==> src/rtl/core/srow_pkg.sv <==
`timescale 1ns / 1ps
package srow_pkg;

  localparam int unsigned LogitW = 16;
  localparam int unsigned ExpW   = 16;
  localparam int unsigned ProbW  = 16;
  localparam int unsigned IdxW   = 4;
  localparam logic [16:0] Log2eQ16 = 17'd94548;

  // Queue entry from the loader to the row engine.
  typedef struct packed {
    logic [LogitW-1:0] neg;
    logic              last;
    logic              ovf;
  } item_t;

  function automatic logic [16:0] pow2_tab(input logic [4:0] k);
    logic [16:0] v;
    case (k)
      5'd0:    v = 17'd65536;
      5'd1:    v = 17'd62757;
      5'd2:    v = 17'd60097;
      5'd3:    v = 17'd57549;
      5'd4:    v = 17'd55109;
      5'd5:    v = 17'd52773;
      5'd6:    v = 17'd50535;
      5'd7:    v = 17'd48393;
      5'd8:    v = 17'd46341;
      5'd9:    v = 17'd44376;
      5'd10:   v = 17'd42495;
      5'd11:   v = 17'd40693;
      5'd12:   v = 17'd38968;
      5'd13:   v = 17'd37316;
      5'd14:   v = 17'd35734;
      5'd15:   v = 17'd34219;
      default: v = 17'd32768;
    endcase
    return v;
  endfunction

endpackage

==> src/rtl/core/srow_ram.sv <==
`timescale 1ns / 1ps
module srow_ram #(
  parameter int unsigned Width = 16,
  parameter int unsigned Depth = 16
) (
  input  logic                     clk_i,
  input  logic                     we_i,
  input  logic [$clog2(Depth)-1:0] waddr_i,
  input  logic [Width-1:0]         wdata_i,
  input  logic [$clog2(Depth)-1:0] raddr_i,
  output logic [Width-1:0]         rdata_o
);
  logic [Width-1:0] mem_q [Depth];

  always_ff @(posedge clk_i) begin
    if (we_i) mem_q[waddr_i] <= wdata_i;
    rdata_o <= mem_q[raddr_i];
  end
endmodule

==> src/rtl/core/srow_front.sv <==
`timescale 1ns / 1ps
// Loads a row into the logit store, tracks the maximum, then streams
// (max - logit) for each stored class into the queue.
module srow_front #(
  parameter int unsigned MaxClasses = 16
) (
  input  logic                clk_i,
  input  logic                rst_ni,
  input  logic                in_valid_i,
  output logic                in_ready_o,
  input  logic [15:0]         in_logit_i,
  input  logic                in_last_i,
  output logic                q_valid_o,
  input  logic                q_ready_i,
  output srow_pkg::item_t     q_item_o
);
  localparam int unsigned AW = $clog2(MaxClasses);
  localparam int unsigned CW = $clog2(MaxClasses + 1);

  typedef enum logic [2:0] {
    S_LOAD = 3'b001,
    S_READ = 3'b010,
    S_EMIT = 3'b100
  } state_e;

  state_e             state_q, state_d;
  logic [CW-1:0]      cnt_q, cnt_d;
  logic [CW-1:0]      rd_q, rd_d;
  logic signed [15:0] max_q, max_d;
  logic               ovf_q, ovf_d;
  logic               we;
  logic [15:0]        rdata;
  logic               acc;

  srow_ram #(.Width(16), .Depth(MaxClasses)) u_store (
    .clk_i  (clk_i),
    .we_i   (we),
    .waddr_i(cnt_q[AW-1:0]),
    .wdata_i(in_logit_i),
    .raddr_i(rd_q[AW-1:0]),
    .rdata_o(rdata)
  );

  assign in_ready_o = (state_q == S_LOAD);
  assign acc        = in_valid_i && in_ready_o;
  assign we         = acc && (cnt_q < CW'(MaxClasses));
  assign q_valid_o  = (state_q == S_EMIT);
  assign q_item_o.neg  = 16'(max_q - $signed(rdata));
  assign q_item_o.last = (rd_q + CW'(1) == cnt_q);
  assign q_item_o.ovf  = ovf_q;

  always_comb begin
    state_d = state_q;
    cnt_d   = cnt_q;
    rd_d    = rd_q;
    max_d   = max_q;
    ovf_d   = ovf_q;
    unique case (state_q)
      S_LOAD: begin
        if (acc) begin
          if (we) begin
            cnt_d = cnt_q + CW'(1);
            if ($signed(in_logit_i) > max_q) max_d = $signed(in_logit_i);
          end else begin
            ovf_d = 1'b1;
          end
          if (in_last_i) begin
            rd_d    = '0;
            state_d = S_READ;
          end
        end
      end
      S_READ: state_d = S_EMIT;
      S_EMIT: begin
        if (q_ready_i) begin
          if (q_item_o.last) begin
            state_d = S_LOAD;
            cnt_d   = '0;
            max_d   = -16'sd32768;
            ovf_d   = 1'b0;
          end else begin
            rd_d    = rd_q + CW'(1);
            state_d = S_READ;
          end
        end
      end
      default: state_d = S_LOAD;
    endcase
  end

  always_ff @(posedge clk_i or negedge rst_ni) begin
    if (!rst_ni) begin
      state_q <= S_LOAD;
      cnt_q   <= '0;
      rd_q    <= '0;
      max_q   <= -16'sd32768;
      ovf_q   <= 1'b0;
    end else begin
      state_q <= state_d;
      cnt_q   <= cnt_d;
      rd_q    <= rd_d;
      max_q   <= max_d;
      ovf_q   <= ovf_d;
    end
  end
endmodule

==> src/rtl/core/srow_fifo.sv <==
`timescale 1ns / 1ps
module srow_fifo #(
  parameter int unsigned Depth = 2
) (
  input  logic            clk_i,
  input  logic            rst_ni,
  input  logic            in_valid_i,
  output logic            in_ready_o,
  input  srow_pkg::item_t in_item_i,
  output logic            out_valid_o,
  input  logic            out_ready_i,
  output srow_pkg::item_t out_item_o
);
  localparam int unsigned AW = (Depth > 1) ? $clog2(Depth) : 1;
  localparam int unsigned CW = $clog2(Depth + 1);

  srow_pkg::item_t mem_q [Depth];
  logic [AW-1:0]   wp_q, rp_q;
  logic [CW-1:0]   n_q;
  logic            push, pop;

  assign in_ready_o  = (n_q != CW'(Depth));
  assign out_valid_o = (n_q != '0);
  assign out_item_o  = mem_q[rp_q];
  assign push = in_valid_i && in_ready_o;
  assign pop  = out_valid_o && out_ready_i;

  always_ff @(posedge clk_i) begin
    if (push) mem_q[wp_q] <= in_item_i;
  end

  always_ff @(posedge clk_i or negedge rst_ni) begin
    if (!rst_ni) begin
      wp_q <= '0;
      rp_q <= '0;
      n_q  <= '0;
    end else begin
      if (push) wp_q <= (wp_q == AW'(Depth - 1)) ? '0 : wp_q + AW'(1);
      if (pop)  rp_q <= (rp_q == AW'(Depth - 1)) ? '0 : rp_q + AW'(1);
      n_q <= n_q + CW'(push) - CW'(pop);
    end
  end
endmodule

==> src/rtl/core/srow_back.sv <==
`timescale 1ns / 1ps
// Exponential per item into the exp store with running sum, then a
// restoring divider per class and an output register.
module srow_back #(
  parameter int unsigned MaxClasses = 16
) (
  input  logic            clk_i,
  input  logic            rst_ni,
  input  logic            q_valid_i,
  output logic            q_ready_o,
  input  srow_pkg::item_t q_item_i,
  output logic            out_valid_o,
  input  logic            out_ready_i,
  output logic [15:0]     out_prob_o,
  output logic [3:0]      out_idx_o,
  output logic            out_last_o,
  output logic            out_ovf_o
);
  localparam int unsigned AW = $clog2(MaxClasses);
  localparam int unsigned CW = $clog2(MaxClasses + 1);
  localparam int unsigned SW = $clog2(MaxClasses * 65535 + 1);
  localparam int unsigned NW = SW + 2;

  typedef enum logic [5:0] {
    S_EXP  = 6'b000001,
    S_EXP2 = 6'b000010,
    S_RD   = 6'b000100,
    S_LD   = 6'b001000,
    S_DIV  = 6'b010000,
    S_OUT  = 6'b100000
  } state_e;

  state_e         state_q, state_d;
  logic [32:0]    t_q, t_d;
  logic [CW-1:0]  cnt_q, cnt_d, idx_q, idx_d;
  logic [SW-1:0]  sum_q, sum_d;
  logic           ovf_q, ovf_d;
  logic [NW-1:0]  rem_q, rem_d;
  logic [32:0]    num_q, num_d;
  logic [5:0]     step_q, step_d;
  logic [16:0]    quo_q, quo_d;
  logic           ov_q, ov_d, ol_q, ol_d;
  logic [15:0]    op_q, op_d;
  logic [3:0]     oi_q, oi_d;
  logic           oo_q, oo_d;
  logic           lastin_q, lastin_d;

  logic [7:0]     f;
  logic [24:0]    ip;
  logic [16:0]    ta, tb, v;
  logic [21:0]    dr;
  logic [16:0]    e;
  logic [15:0]    esat;
  logic           we;
  logic [15:0]    rdata;
  logic [NW-1:0]  trial;
  logic           obusy;

  srow_ram #(.Width(16), .Depth(MaxClasses)) u_exp (
    .clk_i  (clk_i),
    .we_i   (we),
    .waddr_i(cnt_q[AW-1:0]),
    .wdata_i(esat),
    .raddr_i(idx_q[AW-1:0]),
    .rdata_o(rdata)
  );

  assign ip   = t_q[32:8];
  assign f    = t_q[7:0];
  assign ta   = srow_pkg::pow2_tab({1'b0, f[7:4]});
  assign tb   = srow_pkg::pow2_tab({1'b0, f[7:4]} + 5'd1);
  assign dr   = 22'(ta - tb) * 22'(f[3:0]);
  assign v    = ta - 17'(dr >> 4);
  assign e    = (ip >= 25'd17) ? 17'd0 : (v >> ip[4:0]);
  assign esat = e[16] ? 16'hFFFF : e[15:0];
  assign we   = (state_q == S_EXP2);

  assign q_ready_o   = (state_q == S_EXP);
  assign obusy       = ov_q && !out_ready_i;
  assign out_valid_o = ov_q;
  assign out_prob_o  = op_q;
  assign out_idx_o   = oi_q;
  assign out_last_o  = ol_q;
  assign out_ovf_o   = oo_q;

  assign trial = {rem_q[NW-2:0], num_q[32]};

  always_comb begin
    state_d = state_q; t_d = t_q; cnt_d = cnt_q; idx_d = idx_q;
    sum_d = sum_q; ovf_d = ovf_q; rem_d = rem_q; num_d = num_q;
    step_d = step_q; quo_d = quo_q; lastin_d = lastin_q;
    ov_d = ov_q && !out_ready_i; op_d = op_q; oi_d = oi_q; ol_d = ol_q; oo_d = oo_q;
    unique case (state_q)
      S_EXP: begin
        if (q_valid_i) begin
          t_d      = 33'((34'(q_item_i.neg) * 34'(srow_pkg::Log2eQ16)) >> 16);
          ovf_d    = q_item_i.ovf;
          lastin_d = q_item_i.last;
          state_d  = S_EXP2;
        end
      end
      S_EXP2: begin
        sum_d = sum_q + SW'(esat);
        cnt_d = cnt_q + CW'(1);
        if (lastin_q) begin
          idx_d   = '0;
          state_d = S_RD;
        end else begin
          state_d = S_EXP;
        end
      end
      S_RD: state_d = S_LD;
      S_LD: begin
        num_d   = {1'b0, rdata, 16'd0} + 33'(sum_q >> 1);
        rem_d   = '0;
        quo_d   = '0;
        step_d  = 6'd33;
        state_d = S_DIV;
      end
      S_DIV: begin
        if (trial >= NW'(sum_q)) begin
          rem_d = trial - NW'(sum_q);
          quo_d = {quo_q[15:0], 1'b1};
        end else begin
          rem_d = trial;
          quo_d = {quo_q[15:0], 1'b0};
        end
        if (step_q > 6'd17 && quo_q != '0) quo_d = 17'h1FFFF;
        num_d  = {num_q[31:0], 1'b0};
        step_d = step_q - 6'd1;
        if (step_q == 6'd1) state_d = S_OUT;
      end
      S_OUT: begin
        if (!obusy) begin
          ov_d = 1'b1;
          op_d = (quo_q[16] || (sum_q == '0)) ?
                 ((sum_q == '0) ? 16'd0 : 16'hFFFF) : quo_q[15:0];
          oi_d = idx_q[3:0];
          ol_d = (idx_q + CW'(1) == cnt_q);
          oo_d = ovf_q;
          if (idx_q + CW'(1) == cnt_q) begin
            cnt_d = '0; sum_d = '0; state_d = S_EXP;
          end else begin
            idx_d = idx_q + CW'(1); state_d = S_RD;
          end
        end
      end
      default: state_d = S_EXP;
    endcase
  end

  always_ff @(posedge clk_i or negedge rst_ni) begin
    if (!rst_ni) begin
      state_q <= S_EXP; cnt_q <= '0; idx_q <= '0; sum_q <= '0; ovf_q <= 1'b0;
      ov_q <= 1'b0; step_q <= '0; lastin_q <= 1'b0;
    end else begin
      state_q <= state_d; cnt_q <= cnt_d; idx_q <= idx_d; sum_q <= sum_d;
      ovf_q <= ovf_d; ov_q <= ov_d; step_q <= step_d; lastin_q <= lastin_d;
    end
  end

  always_ff @(posedge clk_i) begin
    t_q <= t_d; rem_q <= rem_d; num_q <= num_d; quo_q <= quo_d;
    op_q <= op_d; oi_q <= oi_d; ol_q <= ol_d; oo_q <= oo_d;
  end
endmodule

==> src/rtl/core/softmax_row_unit_top.sv <==
`timescale 1ns / 1ps
// Softmax over one row of Q8.8 logits (tlast on the final logit). Logits load one
// per cycle, while the loader is in its load state, into a store of MAX_CLASSES
// entries; extra logits are dropped and the row's results carry the overflow flag.
// After the last logit each class has its exponential formed, then passes through
// the bit-serial divider (33 steps) before its probability leaves; the next row
// may load while the previous one is divided.
module softmax_row_unit_top #(
  parameter int unsigned MAX_CLASSES = 16
) (
  input  logic        clk_i,
  input  logic        rst_ni,
  input  logic        s_axis_tvalid_i,
  output logic        s_axis_tready_o,
  input  logic [15:0] s_axis_tdata_i,  // [15:0] logit
  input  logic        s_axis_tlast_i,
  output logic        m_axis_tvalid_o,
  input  logic        m_axis_tready_i,
  output logic [23:0] m_axis_tdata_o,  // [15:0] probability, [19:16] class_index
  output logic        m_axis_tlast_o,
  output logic        m_axis_tuser_o   // row_overflow
);
  logic            fq_valid, fq_ready, bq_valid, bq_ready;
  srow_pkg::item_t fq_item, bq_item;
  logic [15:0]     prob;
  logic [3:0]      idx;

  srow_front #(.MaxClasses(MAX_CLASSES)) u_front (
    .clk_i, .rst_ni,
    .in_valid_i(s_axis_tvalid_i), .in_ready_o(s_axis_tready_o),
    .in_logit_i(s_axis_tdata_i), .in_last_i(s_axis_tlast_i),
    .q_valid_o(fq_valid), .q_ready_i(fq_ready), .q_item_o(fq_item)
  );

  srow_fifo #(.Depth(4)) u_fifo (
    .clk_i, .rst_ni,
    .in_valid_i(fq_valid), .in_ready_o(fq_ready), .in_item_i(fq_item),
    .out_valid_o(bq_valid), .out_ready_i(bq_ready), .out_item_o(bq_item)
  );

  srow_back #(.MaxClasses(MAX_CLASSES)) u_back (
    .clk_i, .rst_ni,
    .q_valid_i(bq_valid), .q_ready_o(bq_ready), .q_item_i(bq_item),
    .out_valid_o(m_axis_tvalid_o), .out_ready_i(m_axis_tready_i),
    .out_prob_o(prob), .out_idx_o(idx),
    .out_last_o(m_axis_tlast_o), .out_ovf_o(m_axis_tuser_o)
  );

  assign m_axis_tdata_o = {4'd0, idx, prob};
endmodule

==> config.mk <==
export PLATFORM = sky130hd
export DESIGN_NAME = softmax_row_unit_top
export DESIGN_NICKNAME = d
export VERILOG_FILES = /design/src/rtl/core/srow_pkg.sv /design/src/rtl/core/srow_ram.sv /design/src/rtl/core/srow_front.sv /design/src/rtl/core/srow_fifo.sv /design/src/rtl/core/srow_back.sv /design/src/rtl/core/softmax_row_unit_top.sv
export SDC_FILE = /design/constraint.sdc
export NUM_CORES = 2
export LEC_CHECK = 0
export BUFFER_PORTS_ARGS = -buffer_cell sky130_fd_sc_hd__buf_2
export CAP_MARGIN = 40
export CORE_ASPECT_RATIO = 1.2
export CORE_MARGIN = 2
export CORE_UTILIZATION = 30
export DETAILED_ROUTE_END_ITERATION = 10
export PLACE_DENSITY = 0.5
export SKIP_LAST_GASP = 1
export SYNTH_ARGS = -nofsm -noshare
export SYNTH_HDL_FRONTEND = slang
export SYNTH_SLANG_ARGS = --single-unit
==> constraint.sdc <==
create_clock -name clk_i -period 10.9 [get_ports clk_i]
set_input_delay 0 -clock clk_i [delete_from_list [all_inputs] [get_ports clk_i]]
set_output_delay 0 -clock clk_i [all_outputs]
set_load 0.01 [all_outputs]
## After elaboration in Yosys (flattened, before gate mapping)

Memory sizes are Yosys's and may differ from the RTL's. A register that Yosys moved wholly into a read port is not among the register bits.
Index checks and enable logic that the tools add are counted.

- Output and inout bits: 28
- RAM bits: 584
- ROM bits: 544
- Memories: 5
- Flip-flop bits (word level): 192

- Equal/unequal tests: 29
- Reduce and logical (&&, ||, !) cells: 24
- Shift operators: 1
- $add $sub $neg: 16
- Multiplexer cells: 64
- $lt $le $gt $ge: 5
- Multiply operators: 2
- Bitwise logic cells: 1

Memory list:

| memory | words | bits a word | rd ports | clocked after Yosys merged registers in | write ports | line | source |
|---|---|---|---|---|---|---|---|
| (name not given) | 16 | 17 | 1 | 0 | 0 | srow_pkg.sv:19 | `case (k)` |
| (name not given) | 16 | 17 | 1 | 1 | 0 | srow_pkg.sv:19 |  |
| u_back.u_exp.mem_q | 16 | 16 | 1 | 1 | 1 | srow_ram.sv:13 | `logic [Width-1:0] mem_q [Depth];` |
| u_front.u_store.mem_q | 16 | 16 | 1 | 1 | 1 | srow_ram.sv:13 |  |
| u_fifo.mem_q | 4 | 18 | 1 | 0 | 1 | srow_fifo.sv:17 | `srow_pkg::item_t mem_q [Depth];` |

Operators with widths:

| cell | count |
|---|---|
| 16-bit 2-to-1 mux | 8 |
| 33-bit case mux with 2 select lines | 1 |
| 5-bit 2-to-1 mux | 13 |
| 17-bit 2-to-1 mux | 3 |
| 21-bit case mux with 2 select lines | 1 |
| 20-bit 2-to-1 mux | 2 |
| 20-bit case mux with 2 select lines | 1 |
| 5-bit case mux with 2 select lines | 4 |
| 6-bit case mux with 6 select lines | 1 |
| 17-bit case mux with 2 select lines | 1 |
| 32-bit by 19-bit adder with 33-bit output | 1 |
| 16-bit case mux with 2 select lines | 1 |
| 16-bit by 15-bit multiplier with 31-bit output, second input constant | 1 |
| 22-bit by 20-bit greater-or-equal comparator with 1-bit output | 1 |
| 22-bit by 4-bit multiplier with 21-bit output | 1 |
| 21-bit 2-to-1 mux | 1 |
| 21-bit by 20-bit subtractor with 21-bit output | 1 |
| 20-bit by 16-bit adder with 20-bit output | 1 |
| 5-bit by 1-bit adder with 5-bit output, second input constant | 4 |
| 20-bit zero test | 1 |
| 2-bit != test, second input constant | 10 |
| 6-bit 2-to-1 mux | 3 |
| 17-bit by 17-bit subtractor with 18-bit output | 1 |
| 17-bit nonzero test | 1 |
| other kinds (43) | 79 |

## Depth between registers and ports, before layout

An unclocked memory read counts as a cell.

- Depth after elaboration: 11
- Gate-level depth with buffers: 56

## Hierarchy

Synthesis repeated with hierarchy kept, for this count alone.

- Cells, all modules: 3,284
- Area, all modules: 44,008.5 µm²

By module, submodules not included:

| module | area an instance (µm²) | times used | cells each |
|---|---|---|---|
| srow_ram | 10,042.1 | 2 | 432 |
| srow_back | 18,283.8 | 1 | 1,987 |
| srow_fifo | 3,035.4 | 1 | 132 |
| srow_front | 2,571.2 | 1 | 296 |
| softmax_row_unit_top | 33.8 | 1 | 5 |

## Worst setup path after synthesis

No wires, ideal clock.

- Kind: register -> register
- Start: register u_back.t_q[4]
- End: register u_back.sum_q[18]
- Arrival: 11.725 ns
- Period minus slack after synthesis: 11.803 ns
- Setup slack: -0.903 ns
- Stages on the path, launching flop included: 57
- Required time: 10.822 ns
- Setup time: 0.078 ns
- Cell sequence: edfxtp_1 clkbuf_1 inv_1 nor2_1 nand2_1 xnor2_1 clkbuf_1 o211ai_1 o21ai_0 and2_1 ha_1 inv_1 fa_1 a21o_1 a21oi_1 o21bai_1 a21oi_1 o21bai_1 [21 not listed] or4_4 and2_4 o21ai_4 a211oi_1 a311oi_1 ha_1 inv_1 fa_1 nand3b_1 a21oi_1 o21a_1 o21a_1 o2111a_1 o21ai_0 a21oi_1 a21oi_1 or3_1 a21oi_1

- Longest elaborated chain between the ends: 11

Ends and longest elaborated chain:

| element | line | source |
|---|---|---|
| start: declaration | srow_back.sv:34 | `logic [32:0] t_q, t_d;` |
| start signal: assignment | srow_back.sv:163 | `t_q <= t_d; rem_q <= rem_d; num_q <= num_d; quo_q <= quo_d;` |
| 4-bit by 1-bit adder with 5-bit output * | srow_back.sv:71 | `assign tb = srow_pkg::pow2_tab({1'b0, f[7:4]} + 5'd1);` |
| memory 16 x 17 bit | -- |  |
| 17-bit 2-to-1 mux * | srow_pkg.sv:19 |  |
| 17-bit by 17-bit subtractor with 18-bit output * | srow_back.sv:72 | `assign dr = 22'(ta - tb) * 22'(f[3:0]);` |
| 22-bit by 4-bit multiplier with 21-bit output * | srow_back.sv:72 |  |
| 17-bit subtractor * | srow_back.sv:73 | `assign v = ta - 17'(dr >> 4);` |
| 17-bit by 5-bit >> shifter with 17-bit output * | srow_back.sv:74 | `assign e = (ip >= 25'd17) ? 17'd0 : (v >> ip[4:0]);` |
| 17-bit 2-to-1 mux * | srow_back.sv:74 |  |
| 16-bit 2-to-1 mux * | srow_back.sv:75 | `assign esat = e[16] ? 16'hFFFF : e[15:0];` |
| net u_back.esat[0] | srow_back.sv:53 | `logic [15:0] esat;` |
| 20-bit by 16-bit adder with 20-bit output * | srow_back.sv:103 | `sum_d = sum_q + SW'(esat);` |
| 20-bit case mux with 2 select lines * | srow_back.sv:93 | `unique case (state_q)` |
| end signal: assignment | srow_back.sv:157 | `state_q <= state_d; cnt_q <= cnt_d; idx_q <= idx_d; sum_q <= sum_d;` |
| end: declaration | srow_back.sv:36 | `logic [SW-1:0] sum_q, sum_d;` |

Mark *: on every way through the listed nets, which the timed path passes. The rest lies on a longest branch.
A chain may end at the register's enable or synchronous reset.

## Worst setup path after layout

- Start: register u_back.t_q[4]
- End: register u_back.sum_q[19]

The elaborated chain is that of the path after synthesis.

==> impl_metrics.py <==
metrics = {
    "outcome": {
        "status": "finished clean",
    },
    "finish": {
        "finalInstanceArea_mm2": 0.0505,
        "layout.area.seq_mm2": 0.0239,
        "multi_input_area_mm2": 0.0185,
        "fin_nets": 3781,
        "fillers": 14000,
        "final_common_cell": "edfxtp_1",
        "layout_common_cells": "edfxtp_1, ha_1, inv_1, nor2_1, nand2_1",
        "stdcell_count": 5363,
        "layout-drive-gt1-share": 0.181,
        "syn_to_final_growth_pct": 16.4,
    },
    "yosys": {
        "synth.area.top_cells": "edfxtp_1, mux4_2, ha_1",
        "synth_xor_xnor_area_share": 0.0269,
        "yosysWarnings": 0,
        "synth-seq-cells": 825,
        "syn_area_mm2": 0.0434,
        "synth_edf_count": 694,
        "synthAdderAreaFrac": 0.134,
        "synth_top_family_by_area": "adder cells",
        "synth_compound_area_frac": 0.0685,
        "synth_mux_area_frac": 0.108,
        "yosys.area_share.simple": 0.0798,
        "synth-async-reset-ratio": 0.0994,
        "netlist.area_leader.share": 0.480,
        "ys_types": 89,
        "ys_seq_area_frac": 0.550,
        "syn_inst": 3164,
        "yosys.area.top_type": "edfxtp_1",
        "avgSynthCellArea_um2": 13.7,
        "synthFlopType": "edfxtp_1",
    },
    "detailed_routing": {
        "drt-vias-per-instance": 4.76,
        "wirelength_um": 99500,
        "firstDrtPassIters": 5,
        "drt-initial-drc-count": 1375,
        "drc": 0,
        "routedWlPerCell_um": 18.5,
        "wl_met3_um": 3140,
        "vias": 25500,
        "dr_wl_met2_um": 52000,
        "ant_nets": 0,
        "highest_layer": "met4",
        "wl_met1_um": 42500,
    },
    "worst_setup_path": {
        "critPathKind": "reg -> reg",
        "cp_slowest_stage_delay_ps": 540,
        "cp.required_ps": 11480,
        "cp_common_cell": "a21o_1",
        "end_kind": "flip-flop",
        "crit_path_top_delay_cell": "fa_1",
        "cp_max_fo": 6,
        "start_kind": "flip-flop",
        "arrival_ps": 10960,
    },
    "power_and_ir_drop": {
        "p_leak_nw": 19.7,
        "peakVddDrop_v": 0.000156,
        "power_density_mw_per_mm2": 150,
    },
    "timing": {
        "report.final.slew_viol_count": 0,
        "post-route-period-util": 0.953,
        "fin_crit_ps": 10380,
        "worst_pin_slew_ps": 821,
        "fin_skew_ps": 63.4,
        "slew_headroom": 0.438,
        "final-setup-viol-count": 0,
        "hold_viol_final": 0,
        "max_freq_mhz": 96.3,
    },
    "place": {
        "port_buffers": 44,
        "routabilityCongestion": 0.811,
        "dpl.hpwl_um": 68600,
        "place_area_mm2": 0.0470,
        "placed_cells": 5160,
    },
    "job": {
        "max_cap_violations": 0,
    },
    "grt": {
        "grt_antenna_before_repair": 3,
        "grt_pass1_wl_um": 156000,
        "grt-ovfl-total": 0,
        "grt_pass1_vias": 26500,
        "grt_max_degree": 65,
        "grtUsageTotal": 0.137,
    },
    "floorplan": {
        "die_h_um": 421,
        "core-area_mm2": 0.143,
        "num_rows": 152,
        "dieWidth_um": 351,
        "num_io_pins": 49,
        "die-area_mm2": 0.148,
        "start_util": 0.303,
    },
    "min_path": {
        "min_path_type": "in -> reg",
    },
    "cts": {
        "clk_pin_slew_ps": 60,
        "clock_sinks": 825,
        "ctsHtreeMaxLevel": 3,
        "cts_buffers": 89,
        "cts_tree": "done",
        "clockRootBuffer": "clkbuf_16",
        "cts_buffer_depth": 3,
        "insertion_delay_ps": 710,
    },
}
[cells in the mapped netlist, drive strengths merged, types with 12 or more instances]
cell,n
a211oi,20
a21o,37
a21oi,113
a31oi,13
and2,56
and3,20
buf,30
clkbuf,74
dfrtp,79
dfxtp,49
edfxtp,694
fa,110
ha,290
inv,262
mux2,12
mux2i,48
mux4,181
nand2,211
nand2b,23
nand3,44
nor2,240
nor2b,23
nor3,43
nor4,17
o211ai,13
o21a,27
o21ai,119
o22ai,25
or3,16
xnor2,78
xor2,53
[path summary, 6_finish.rpt]
check,startpoint,endpoint,slack [ps],cells after the start
max,u_back.t_q[4]$_DFFE_PP_,u_back.sum_q[19]$_DFFE_PN0P_,520,47
min,s_axis_tvalid_i,u_front.ovf_q$_DFFE_PN0P_,240,4
max reg2reg,u_back.t_q[4]$_DFFE_PP_,u_back.sum_q[19]$_DFFE_PN0P_,520,47
min reg2reg,u_front.max_q[15]$_DFFE_PN1P_,u_front.max_q[15]$_DFFE_PN1P_,510,2
max in group asynchronous,rst_ni,u_front.rd_q[0]$_DFFE_PN0P_,9610,4
min in group asynchronous,rst_ni,u_back.step_q[4]$_DFFE_PN0P_,410,4
[layer usage]
layer / GRT usage / up-vias
met4: 0.0353 / 0
met2: 0.250 / 378
met3: 0.0181 / 111
met1: 0.168 / 12900
met5: 0 / -
li1: - / 12100
[stage by stage]
stage	setup TNS (ps)	setup WS (ps)	util	hold slack [ps]	power, mW
after floorplan	0	8.04	-	-296	4.34
after global placement	0	127	0.325	-20.6	4.60
after detailed placement	-65.9	-39.3	0.327	-18.8	4.62
after CTS	0	52.1	0.350	186	7.71
after global routing	-186	-67.8	0.352	207	7.95
final	0	515	0.352	236	7.60
[sequential cells by signal, indices dropped and copies added, names as in the netlist, 17 cells and up]
register / count
u_fifo.mem_q: 72
u_back.rem_q: 21
u_back.sum_q: 20
u_back.quo_q: 17
u_back.u_exp.mem_q: 256
u_back.ta: 17
u_front.u_store.mem_q: 256
u_back.num_q: 33
u_back.t_q: 17
[kinds of logic (layout without fill, tap and decap cells)]
| logic type | after synthesis | count (layout) |
|---|---|---|
| xor gates and xnor gates | 131 | 131 |
| adders and majority gates | 400 | 400 |
| muxes | 241 | 241 |
| buffers and inverters | 368 | 636 |
| and+or+nand+nor | 741 | 741 |
| AOI/OAI and AO/OA | 457 | 457 |
| other | 1 | 7 |
| DFF | 825 | 825 |
[worst max-delay path: cells and delay by family, from the launching register on]
family	cells	cell delay, ps
and+or+nand+nor	10	1780
DFF	1	470
xor gates and xnor gates	3	450
buffers and inverters	3	360
adders and majority gates	8	2790
AOI/OAI and AO/OA	23	4430
[power breakdown]
group,internal [mW],switching (mW)
registers,3.62,0.0652
clock network,1.75,1.30
logic,0.343,0.519
total,5.71,1.89
[timing repair]
action	CTS	global route
pin swaps	0	47
endpoints found under the hold margin	360	0
resized for setup	1	51
setup buffers	0	12
hold buffers	22	0
endpoints found under the setup margin	2	13
[cell type report]
type | instances | area share
sequential | 825 | 0.473
multi-input combinational | 1974 | 0.367
tap | 1925 | 0.0477
clock buffer | 112 | 0.0474
timing repair buffer | 206 | 0.0337
inverter | 264 | 0.0196
clock inverter | 54 | 0.0121
antenna | 3 | 0.000149
(Power assumes the default switching activity.)
